File: src/rtl/bssc_pkg.sv
package bssc_pkg;

    // Event codes carried on the opcode field.
    localparam logic [2:0] OP_TICK  = 3'd0;
    localparam logic [2:0] OP_ZC    = 3'd1;
    localparam logic [2:0] OP_START = 3'd2;
    localparam logic [2:0] OP_UP    = 3'd3;
    localparam logic [2:0] OP_DOWN  = 3'd4;
    localparam logic [2:0] OP_STOP  = 3'd5;

    // Register indexes (byte address divided by four).
    localparam logic [2:0] REG_START_DUTY  = 3'd0;
    localparam logic [2:0] REG_DUTY_MIN    = 3'd1;
    localparam logic [2:0] REG_DUTY_MAX    = 3'd2;
    localparam logic [2:0] REG_RAMP_START  = 3'd3;
    localparam logic [2:0] REG_RAMP_END    = 3'd4;
    localparam logic [2:0] REG_ALIGN_TICKS = 3'd5;
    localparam logic [2:0] REG_STALL_LIMIT = 3'd6;

    localparam int  ADDR_W = 5;
    localparam int  DATA_W = 32;

    // Phase codes for the sense output.
    localparam logic [1:0] PHASE_A = 2'd0;
    localparam logic [1:0] PHASE_B = 2'd1;
    localparam logic [1:0] PHASE_C = 2'd2;

    localparam logic [2:0]  STEP_LAST = 3'd5;
    localparam logic [15:0] CNT_MAX   = 16'hFFFF;

    // x / 15 for 16-bit x equals (x * 0x8889) >> 19.
    localparam logic [15:0] DIV15_RECIP = 16'h8889;
    localparam int          DIV15_SHIFT = 19;

    typedef enum logic [1:0] {
        MODE_STOPPED  = 2'd0,
        MODE_STARTING = 2'd1,
        MODE_RUNNING  = 2'd2
    } t_mode;

    typedef struct packed {
        logic [7:0]  start_duty;
        logic [7:0]  duty_min;
        logic [7:0]  duty_max;
        logic [15:0] ramp_start;
        logic [15:0] ramp_end;
        logic [15:0] align_ticks;
        logic [15:0] stall_limit;
    } t_cfg;

    localparam t_cfg CFG_RESET = '{
        start_duty:  8'd20,
        duty_min:    8'd10,
        duty_max:    8'd250,
        ramp_start:  16'd300,
        ramp_end:    16'd25,
        align_ticks: 16'd100,
        stall_limit: 16'd449
    };

    typedef struct packed {
        logic [2:0]  step;
        logic [7:0]  duty_setting;
        logic [7:0]  applied_duty;
        t_mode       mode;
        logic        aligning;
        logic [15:0] ramp_interval;
        logic [15:0] tick_count;
        logic [15:0] stall_count;
    } t_state;

    localparam t_state STATE_RESET = '{
        step:          3'd0,
        duty_setting:  8'd0,
        applied_duty:  8'd0,
        mode:          MODE_STOPPED,
        aligning:      1'b0,
        ramp_interval: 16'd0,
        tick_count:    16'd0,
        stall_count:   16'd0
    };

    typedef struct packed {
        logic [7:0] duty_a;
        logic [7:0] duty_b;
        logic [7:0] duty_c;
        logic       low_a;
        logic       low_b;
        logic       low_c;
        logic [1:0] sense_phase;
        logic       sense_falling;
        t_mode      mode;
        logic [2:0] step;
    } t_drive;

endpackage

File: src/rtl/bssc_regs.sv
module bssc_regs (
    input  logic                          i_clk,
    input  logic                          i_rst_n,
    input  logic                          psel,
    input  logic                          penable,
    input  logic                          pwrite,
    input  logic [bssc_pkg::ADDR_W-1:0]   paddr,
    input  logic [bssc_pkg::DATA_W-1:0]   pwdata,
    output logic [bssc_pkg::DATA_W-1:0]   prdata,
    output bssc_pkg::t_cfg                o_cfg
);
    import bssc_pkg::*;

    t_cfg        r_cfg;
    logic        w_wr;
    logic [2:0]  w_idx;

    assign w_wr  = psel && penable && pwrite;
    assign w_idx = paddr[ADDR_W-1:2];

    always_ff @(posedge i_clk) begin
        if (!i_rst_n) begin
            r_cfg <= CFG_RESET;
        end else if (w_wr) begin
            unique case (w_idx)
                REG_START_DUTY:  r_cfg.start_duty  <= pwdata[7:0];
                REG_DUTY_MIN:    r_cfg.duty_min    <= pwdata[7:0];
                REG_DUTY_MAX:    r_cfg.duty_max    <= pwdata[7:0];
                REG_RAMP_START:  r_cfg.ramp_start  <= pwdata[15:0];
                REG_RAMP_END:    r_cfg.ramp_end    <= pwdata[15:0];
                REG_ALIGN_TICKS: r_cfg.align_ticks <= pwdata[15:0];
                REG_STALL_LIMIT: r_cfg.stall_limit <= pwdata[15:0];
                default: ;
            endcase
        end
    end

    always_comb begin
        unique case (w_idx)
            REG_START_DUTY:  prdata = {24'd0, r_cfg.start_duty};
            REG_DUTY_MIN:    prdata = {24'd0, r_cfg.duty_min};
            REG_DUTY_MAX:    prdata = {24'd0, r_cfg.duty_max};
            REG_RAMP_START:  prdata = {16'd0, r_cfg.ramp_start};
            REG_RAMP_END:    prdata = {16'd0, r_cfg.ramp_end};
            REG_ALIGN_TICKS: prdata = {16'd0, r_cfg.align_ticks};
            REG_STALL_LIMIT: prdata = {16'd0, r_cfg.stall_limit};
            default:         prdata = '0;
        endcase
    end

    assign o_cfg = r_cfg;

endmodule

File: src/rtl/bssc_core.sv
module bssc_core (
    input  logic             i_clk,
    input  logic             i_rst_n,
    input  logic             i_accept,
    input  logic [2:0]       i_opcode,
    input  logic             i_from_button,
    input  bssc_pkg::t_cfg   i_cfg,
    output bssc_pkg::t_state o_next
);
    import bssc_pkg::*;

    t_state      r_state;
    t_state      n_state;
    logic [31:0] w_prod;
    logic [15:0] w_dec;
    logic [15:0] w_ramp_next;
    logic [15:0] w_tick_inc;
    logic [15:0] w_stall_inc;

    function automatic t_state begin_start(t_state s, t_cfg c);
        t_state r;
        r               = s;
        r.duty_setting  = c.start_duty;
        r.step          = 3'd0;
        r.applied_duty  = c.start_duty;
        r.mode          = MODE_STARTING;
        r.aligning      = 1'b1;
        r.ramp_interval = c.ramp_start;
        r.tick_count    = 16'd0;
        r.stall_count   = 16'd0;
        return r;
    endfunction

    function automatic t_state halt(t_state s);
        t_state r;
        r             = s;
        r.mode        = MODE_STOPPED;
        r.aligning    = 1'b0;
        r.tick_count  = 16'd0;
        r.stall_count = 16'd0;
        return r;
    endfunction

    function automatic t_state advance(t_state s);
        t_state r;
        r              = s;
        r.step         = (s.step >= STEP_LAST) ? 3'd0 : s.step + 3'd1;
        r.applied_duty = s.duty_setting;
        return r;
    endfunction

    // Ramp shrink: interval - (interval / 15 + 1), floored at zero.
    assign w_prod      = r_state.ramp_interval * DIV15_RECIP;
    assign w_dec       = {3'd0, w_prod[31:DIV15_SHIFT]} + 16'd1;
    assign w_ramp_next = (w_dec > r_state.ramp_interval) ? 16'd0
                                                         : r_state.ramp_interval - w_dec;
    assign w_tick_inc  = (r_state.tick_count == CNT_MAX) ? CNT_MAX
                                                         : r_state.tick_count + 16'd1;
    assign w_stall_inc = (r_state.stall_count == CNT_MAX) ? CNT_MAX
                                                          : r_state.stall_count + 16'd1;

    always_comb begin
        n_state = r_state;
        case (i_opcode)
            OP_TICK: begin
                if (r_state.mode == MODE_STARTING) begin
                    n_state.tick_count = w_tick_inc;
                    if (r_state.aligning) begin
                        if (w_tick_inc >= i_cfg.align_ticks) begin
                            n_state.aligning   = 1'b0;
                            n_state.tick_count = 16'd0;
                        end
                    end else if (w_tick_inc >= r_state.ramp_interval) begin
                        n_state.tick_count    = 16'd0;
                        n_state.ramp_interval = w_ramp_next;
                        if (w_ramp_next < i_cfg.ramp_end) begin
                            n_state.mode        = MODE_RUNNING;
                            n_state.stall_count = 16'd0;
                        end else begin
                            n_state = advance(n_state);
                        end
                    end
                end else if (r_state.mode == MODE_RUNNING) begin
                    n_state.stall_count = w_stall_inc;
                    if (w_stall_inc >= i_cfg.stall_limit) begin
                        n_state = begin_start(n_state, i_cfg);
                    end
                end
            end
            OP_ZC: begin
                if (r_state.mode == MODE_RUNNING) begin
                    n_state.stall_count = 16'd0;
                    n_state = advance(n_state);
                end
            end
            OP_START: begin
                n_state = begin_start(r_state, i_cfg);
            end
            OP_UP: begin
                if (i_from_button && r_state.mode == MODE_STOPPED) begin
                    n_state = begin_start(r_state, i_cfg);
                end else if (r_state.duty_setting < i_cfg.duty_max) begin
                    n_state.duty_setting = r_state.duty_setting + 8'd1;
                end
            end
            OP_DOWN: begin
                if (r_state.duty_setting > i_cfg.duty_min) begin
                    n_state.duty_setting = r_state.duty_setting - 8'd1;
                end else if (i_from_button) begin
                    n_state = halt(r_state);
                end
            end
            OP_STOP: begin
                n_state = halt(r_state);
            end
            default: ;
        endcase
    end

    always_ff @(posedge i_clk) begin
        if (!i_rst_n) begin
            r_state <= STATE_RESET;
        end else if (i_accept) begin
            r_state <= n_state;
        end
    end

    assign o_next = n_state;

endmodule

File: src/rtl/bssc_drive.sv
module bssc_drive (
    input  bssc_pkg::t_state i_state,
    output bssc_pkg::t_drive o_drive
);
    import bssc_pkg::*;

    logic [2:0] w_step;
    logic [1:0] w_hi;
    logic [1:0] w_lo;
    logic       w_on;

    assign w_step = (i_state.step <= STEP_LAST) ? i_state.step : 3'd0;
    assign w_on   = (i_state.mode != MODE_STOPPED);

    // Steps in order: AB, AC, BC, BA, CA, CB; the sensed phase is the third one.
    always_comb begin
        case (w_step)
            3'd0:    begin w_hi = PHASE_A; w_lo = PHASE_B; o_drive.sense_phase = PHASE_C; end
            3'd1:    begin w_hi = PHASE_A; w_lo = PHASE_C; o_drive.sense_phase = PHASE_B; end
            3'd2:    begin w_hi = PHASE_B; w_lo = PHASE_C; o_drive.sense_phase = PHASE_A; end
            3'd3:    begin w_hi = PHASE_B; w_lo = PHASE_A; o_drive.sense_phase = PHASE_C; end
            3'd4:    begin w_hi = PHASE_C; w_lo = PHASE_A; o_drive.sense_phase = PHASE_B; end
            default: begin w_hi = PHASE_C; w_lo = PHASE_B; o_drive.sense_phase = PHASE_A; end
        endcase
        o_drive.duty_a        = (w_on && w_hi == PHASE_A) ? i_state.applied_duty : 8'd0;
        o_drive.duty_b        = (w_on && w_hi == PHASE_B) ? i_state.applied_duty : 8'd0;
        o_drive.duty_c        = (w_on && w_hi == PHASE_C) ? i_state.applied_duty : 8'd0;
        o_drive.low_a         = w_on && (w_lo == PHASE_A);
        o_drive.low_b         = w_on && (w_lo == PHASE_B);
        o_drive.low_c         = w_on && (w_lo == PHASE_C);
        o_drive.sense_falling = ~w_step[0];
        o_drive.mode          = i_state.mode;
        o_drive.step          = i_state.step;
    end

endmodule

File: src/rtl/bldc_sensorless_six_step_commutator_top.sv
// Six-step sensorless BLDC commutation controller.
// Input channel (i_in_valid / o_in_ready) carries one event per beat: tick,
// zero crossing, start, speed up, speed down or stop, plus a button flag.
// Output channel (o_out_valid / i_out_ready) returns exactly one drive beat
// per event: phase duties, low-side enables, sensed phase and edge, mode
// and commutation step, all as they stand after the event.
// The result beat appears in the cycle after its event is accepted. A new
// event is taken every cycle while the output is free or being consumed;
// the combinational next-state path, whose longest arm is the 16x16
// reciprocal multiply for the ramp shrink, sets that rate.
// If the receiver stalls, the result stays in the output register and the
// input is taken again in the same cycle that the result is consumed.
// Reset (synchronous, active low) stops the motor, clears all counters and
// loads the register defaults. Registers are written through the APB port
// at byte address 4*index, one write per access cycle, pready always high.
module bldc_sensorless_six_step_commutator_top (
    input  logic                          i_clk,
    input  logic                          i_rst_n,
    input  logic                          psel,
    input  logic                          penable,
    input  logic                          pwrite,
    input  logic [bssc_pkg::ADDR_W-1:0]   paddr,
    input  logic [bssc_pkg::DATA_W-1:0]   pwdata,
    output logic [bssc_pkg::DATA_W-1:0]   prdata,
    output logic                          pready,
    input  logic                          i_in_valid,
    output logic                          o_in_ready,
    input  logic [2:0]                    i_opcode,
    input  logic                          i_from_button,
    output logic                          o_out_valid,
    input  logic                          i_out_ready,
    output logic [7:0]                    o_duty_a,
    output logic [7:0]                    o_duty_b,
    output logic [7:0]                    o_duty_c,
    output logic                          o_low_a,
    output logic                          o_low_b,
    output logic                          o_low_c,
    output logic [1:0]                    o_sense_phase,
    output logic                          o_sense_falling,
    output logic [1:0]                    o_motor_mode,
    output logic [2:0]                    o_commutation_step
);
    import bssc_pkg::*;

    t_cfg   w_cfg;
    t_state w_next;
    t_drive w_drive;
    t_drive r_drive;
    logic   r_out_valid;
    logic   w_accept;

    assign pready     = 1'b1;
    assign o_in_ready = !r_out_valid || i_out_ready;
    assign w_accept   = i_in_valid && o_in_ready;

    bssc_regs u_regs (
        .i_clk   (i_clk),
        .i_rst_n (i_rst_n),
        .psel    (psel),
        .penable (penable),
        .pwrite  (pwrite),
        .paddr   (paddr),
        .pwdata  (pwdata),
        .prdata  (prdata),
        .o_cfg   (w_cfg)
    );

    bssc_core u_core (
        .i_clk         (i_clk),
        .i_rst_n       (i_rst_n),
        .i_accept      (w_accept),
        .i_opcode      (i_opcode),
        .i_from_button (i_from_button),
        .i_cfg         (w_cfg),
        .o_next        (w_next)
    );

    bssc_drive u_drive (
        .i_state (w_next),
        .o_drive (w_drive)
    );

    always_ff @(posedge i_clk) begin
        if (!i_rst_n) begin
            r_out_valid <= 1'b0;
        end else if (w_accept) begin
            r_out_valid <= 1'b1;
        end else if (i_out_ready) begin
            r_out_valid <= 1'b0;
        end
    end

    always_ff @(posedge i_clk) begin
        if (w_accept) begin
            r_drive <= w_drive;
        end
    end

    assign o_out_valid        = r_out_valid;
    assign o_duty_a           = r_drive.duty_a;
    assign o_duty_b           = r_drive.duty_b;
    assign o_duty_c           = r_drive.duty_c;
    assign o_low_a            = r_drive.low_a;
    assign o_low_b            = r_drive.low_b;
    assign o_low_c            = r_drive.low_c;
    assign o_sense_phase      = r_drive.sense_phase;
    assign o_sense_falling    = r_drive.sense_falling;
    assign o_motor_mode       = r_drive.mode;
    assign o_commutation_step = r_drive.step;

    a_accept_gives_result: assert property (@(posedge i_clk) disable iff (!i_rst_n)
        w_accept |=> o_out_valid)
        else $error("accepted event produced no result beat");

    a_stopped_drive_off: assert property (@(posedge i_clk) disable iff (!i_rst_n)
        (o_out_valid && o_motor_mode == MODE_STOPPED) |->
        (o_duty_a == 8'd0 && o_duty_b == 8'd0 && o_duty_c == 8'd0 &&
         !o_low_a && !o_low_b && !o_low_c))
        else $error("drive active while stopped");

    a_one_low_side: assert property (@(posedge i_clk) disable iff (!i_rst_n)
        (o_out_valid && o_motor_mode != MODE_STOPPED) |->
        $onehot({o_low_a, o_low_b, o_low_c}))
        else $error("low-side enables not exactly one while driving");

    a_sense_not_driven: assert property (@(posedge i_clk) disable iff (!i_rst_n)
        o_out_valid |->
        !((o_sense_phase == PHASE_A && (o_low_a || o_duty_a != 8'd0)) ||
          (o_sense_phase == PHASE_B && (o_low_b || o_duty_b != 8'd0)) ||
          (o_sense_phase == PHASE_C && (o_low_c || o_duty_c != 8'd0))))
        else $error("sensed phase is being driven");

endmodule
File: config.mk
export PLATFORM = sky130hd
export DESIGN_NAME = bldc_sensorless_six_step_commutator_top
export DESIGN_NICKNAME = d
export VERILOG_FILES = /design/src/rtl/bssc_pkg.sv /design/src/rtl/bssc_regs.sv /design/src/rtl/bssc_core.sv /design/src/rtl/bssc_drive.sv /design/src/rtl/bldc_sensorless_six_step_commutator_top.sv
export SDC_FILE = /design/constraint.sdc
export NUM_CORES = 1
export LEC_CHECK = 0
export BUFFER_PORTS_ARGS = -buffer_cell sky130_fd_sc_hd__clkbuf_2
export CAP_MARGIN = 30
export CORE_AREA = 2 2 156 158
export CTS_BUF_LIST = sky130_fd_sc_hd__clkbuf_4
export CTS_CLUSTER_DIAMETER = 80
export DETAILED_ROUTE_END_ITERATION = 7
export DIE_AREA = 0 0 158 160
export GPL_ROUTABILITY_DRIVEN = 1
export PLACE_DENSITY = 0.95
export SLEW_MARGIN = 20
export SYNTH_ARGS = -nofsm -noshare
export SYNTH_HDL_FRONTEND = slang
export SYNTH_SLANG_ARGS = --single-unit
File: constraint.sdc
create_clock -name i_clk -period 20.2 [get_ports i_clk]
set_input_delay 6.06 -clock i_clk [delete_from_list [all_inputs] [get_ports i_clk]]
set_output_delay 6.06 -clock i_clk [all_outputs]
set_load 0.02 [all_outputs]
==> flow_metrics.py <==
metrics = {
    "outcome": {
        "status": "complete, but fails checks",
        "violations": "DRC",
    },
    "clock_network": {
        "htree_levels": 4,
        "cts_setup_buffers": 0,
        "cts_max_path_buffers": 2,
        "cts_sinks": 194,
        "cts_tree": "built",
        "cts_resized": 0,
        "root_buffer": "clkbuf_4",
        "cts_inserted_buffers": 17,
        "clock_latency_ns": 0.63,
        "path_clk_slew_ns": 0.17,
        "ctsHoldBuffers": 0,
    },
    "global_route": {
        "grt_pass1_vias": 13300,
        "grt-ovfl-total": 0,
        "antenna_found_initial": 1,
        "grt_pass1_wl_mm": 65.0,
        "grt_max_degree": 93,
        "grtUsageTotal_pct": 31.7,
    },
    "yosys": {
        "synth_area_um2": 15100,
        "ys_ff_latch": 194,
        "synthAdderAreaFrac_pct": 18.8,
        "synth.most_common_cell": "nand2_1",
        "syn_avg_cell_area_um2": 8.26,
        "synth_edf_count": 35,
        "postSynth.asyncResetShare_pct": 0,
        "synthXorXnorAreaFrac_pct": 3.80,
        "yosys_warnings": 0,
        "synth-compound-area-share_pct": 21.8,
        "synth_area_leaders": "dfxtp_1, ha_1, edfxtp_1",
        "syn_inst": 1833,
        "yosysUniqueCellTypes": 79,
        "synth_top_family_by_area": "compound AO/OA/AOI/OAI gates",
        "synth-simple-area-share_pct": 18.1,
        "synth.area.mux_share_pct": 3.22,
        "yosysTopAreaCell": "dfxtp_1",
        "synth_top_cell_area_share_pct": 21.0,
        "ys_seq_area_share_pct": 28.0,
        "synth_flop_cell": "dfxtp_1",
        "synthTopCellsByCount": "nand2_1, ha_1, dfxtp_1",
    },
    "power_and_ir_drop": {
        "seq_power_share_pct": 46.0,
        "p_switching_uw": 345,
        "p_int_uw": 566,
        "peakVddDrop_mv": 0.0350,
        "pwr-share-clk_pct": 23.5,
        "p_per_area_nw_per_um2": 56.5,
        "switching_share_pct": 37.9,
        "power_frac_comb_pct": 30.5,
        "total_power_uw": 910,
        "p_leak_uw": 0.00751,
    },
    "sta": {
        "min_period_ns": 14.44,
        "fin_crit_sh_pct": 71.5,
        "finalSetupViolCount": 0,
        "maxSlewHeadroom_pct": 29.9,
        "slew_viol_final": 0,
        "finalSetupTns_ns": 0,
        "worst_pin_slew_ns": 1.05,
        "clock.fmax_mhz": 69.2,
        "fin_skew_ns": 0.0408,
        "hold_violations": 0,
        "rsz0062_at_grt": "false",
    },
    "floorplan": {
        "dieWidth_um": 158,
        "core_um2": 23800,
        "start_util_pct": 63.6,
        "die_y_um": 160,
        "pin_count": 118,
        "die-area_um2": 25300,
        "rows": 57,
    },
    "placed_design": {
        "io_buffers": 82,
        "place_congestion": 0.967,
        "dp_hpwl_mm": 30.9,
    },
    "worst_setup_path": {
        "required_ns": 14.14,
        "path_common_cell": "clkbuf_2",
        "path_max_fanout": 31,
        "crit_family": "buffers and inverters",
        "reg2reg_depth": 37,
        "cp_slowest_stage_delay_ns": 0.70,
        "r2r_slack_ns": 8.88,
        "crit_chain": "clkbuf_2 -> inv_1 -> nor2_1 -> a22oi_1 -> o221ai_1 -> clkbuf_2",
        "slowest_stage": "nor2_1",
        "path_class": "in -> out",
        "timing.rr.end": "o_duty_b[5]",
        "timing.rr.start": "u_core.r_state[38]",
        "critPathBufInv": 3,
        "crit_cells": 6,
        "cp-start-kind": "input port",
        "crit_path_end_kind": "output port",
        "crit_end": "prdata[0]",
        "crit_arrival_ns": 8.38,
        "crit_start": "paddr[3]",
    },
    "routing": {
        "ant_nets": 0,
        "initialDrtViolationCount": 1976,
        "route.detailed.drc": 13,
        "drt_pass1_iterations": 8,
        "via_count": 14300,
        "routed_via_density": 6.44,
        "drt-total-wl_mm": 40.8,
        "wire_per_inst_um": 18.4,
    },
    "flow_run": {
        "cap_violations": 0,
    },
    "layout": {
        "finish.net_count": 2142,
        "synthToLayoutAreaGrowth_pct": 6.35,
        "drive_gt1_share_pct": 8.99,
    },
    "hold_path": {
        "hp-class": "reg -> reg",
    },
}
[cell type report]
cell class                      instances  area, um2
Clock buffer                           17        128
Timing Repair Buffer                  102        601
Tap cell                              324        405
Inverter                              141        529
Antenna cell                            1       2.50
Multi-Input combinational cell       1422      10000
Clock inverter                         15        160
Fill cell                            1829       7720
Sequential cell                       194       4230
[power by group through the flow]
stage                     logic [uW]  clock network, uW  registers (uW)
after global placement           254                  0             425
after global routing             304                227             420
after detailed placement         268                  0             426
after floorplan                  195                  0             428
final                            278                214             419
after CTS                        270                213             418
[kinds of logic (layout without fill, tap and decap cells)]
group / after synthesis / count (layout)
simple gates: 598 / 598
compound gates: 484 / 484
fa+ha+maj: 216 / 216
buf+inv: 232 / 275
mux: 43 / 43
other cells: 2 / 18
xor+xnor: 64 / 64
flops: 194 / 194
[sequential cells by signal, indices dropped and copies added (netlist names)]
signal / flops
o_sense_falling: 1
o_motor_mode: 2
o_commutation_step: 3
u_core.r_state: 70
o_low_b: 1
o_low_c: 1
o_duty_c: 8
o_low_a: 1
o_sense_phase: 2
u_regs.o_cfg: 88
o_out_valid: 1
o_duty_a: 8
o_duty_b: 8
[worst min-delay path by stage]
stage / cells past startpoint / start / slack, ns / end
2_1_floorplan: 2 / u_regs.o_cfg[17] / 0.44 / u_regs.o_cfg[17]
3_3_place_gp: 2 / u_regs.o_cfg[17] / 0.44 / u_regs.o_cfg[17]
3_5_place_dp: 2 / u_regs.o_cfg[33] / 0.45 / u_regs.o_cfg[33]
4_1_cts: 2 / u_regs.o_cfg[33] / 0.47 / u_regs.o_cfg[33]
5_1_grt: 2 / u_regs.o_cfg[42] / 0.51 / u_regs.o_cfg[42]
6_report: 2 / u_regs.o_cfg[33] / 0.47 / u_regs.o_cfg[33]
[cell usage in the layout, fill, tap and decap left out, types with 20 or more instances in the layout]
cell type / count
xnor2_1: 38
fa_1: 20
ha_1: 196
mux2i_1: 33
o21a_1: 21
o21ai_0: 87
a211oi_1: 32
a21o_1: 29
a21oi_1: 137
a22o_1: 40
nand2_1: 255
xor2_1: 25
inv_1: 136
dfxtp_1: 159
edfxtp_1: 35
nand3_1: 39
clkbuf_2: 82
o211ai_1: 21
nand2b_1: 20
nor2_1: 122
nor2b_1: 28
nor3_1: 35
and3_1: 30
[worst min-delay path, stage by stage (launching register included)]
cell and delay, ns:
dfxtp_1 0.35, nand2_1 0.05, a21oi_1 0.05
[metal layers]
metal  track usage, %  vias to the layer above  part of all wire, %
met5                0                        -                    0
met2             51.8                      835                   47
met4             14.9                        0                  4.7
li1                 -                     6630                    -
met3             5.75                      165                  9.6
met1             40.3                     6644                   39
[metrics by stage]
stage | hold slack [ns] | area, um2 | util [%] | cells | setup slack [ns]
floorplan | 0.436 | 15200 | - | 1848 | 6.30
global placement | 0.442 | 15700 | 65.9 | 2174 | 5.98
detailed placement | 0.450 | 15800 | 66.2 | 2180 | 5.90
CTS | 0.470 | 16100 | 67.4 | 2212 | 5.89
global route | 0.511 | 16100 | 67.6 | 2216 | 5.59
finish | 0.474 | 16100 | 67.6 | 2216 | 5.76
No activity file was read; power rests on OpenSTA's default activity.
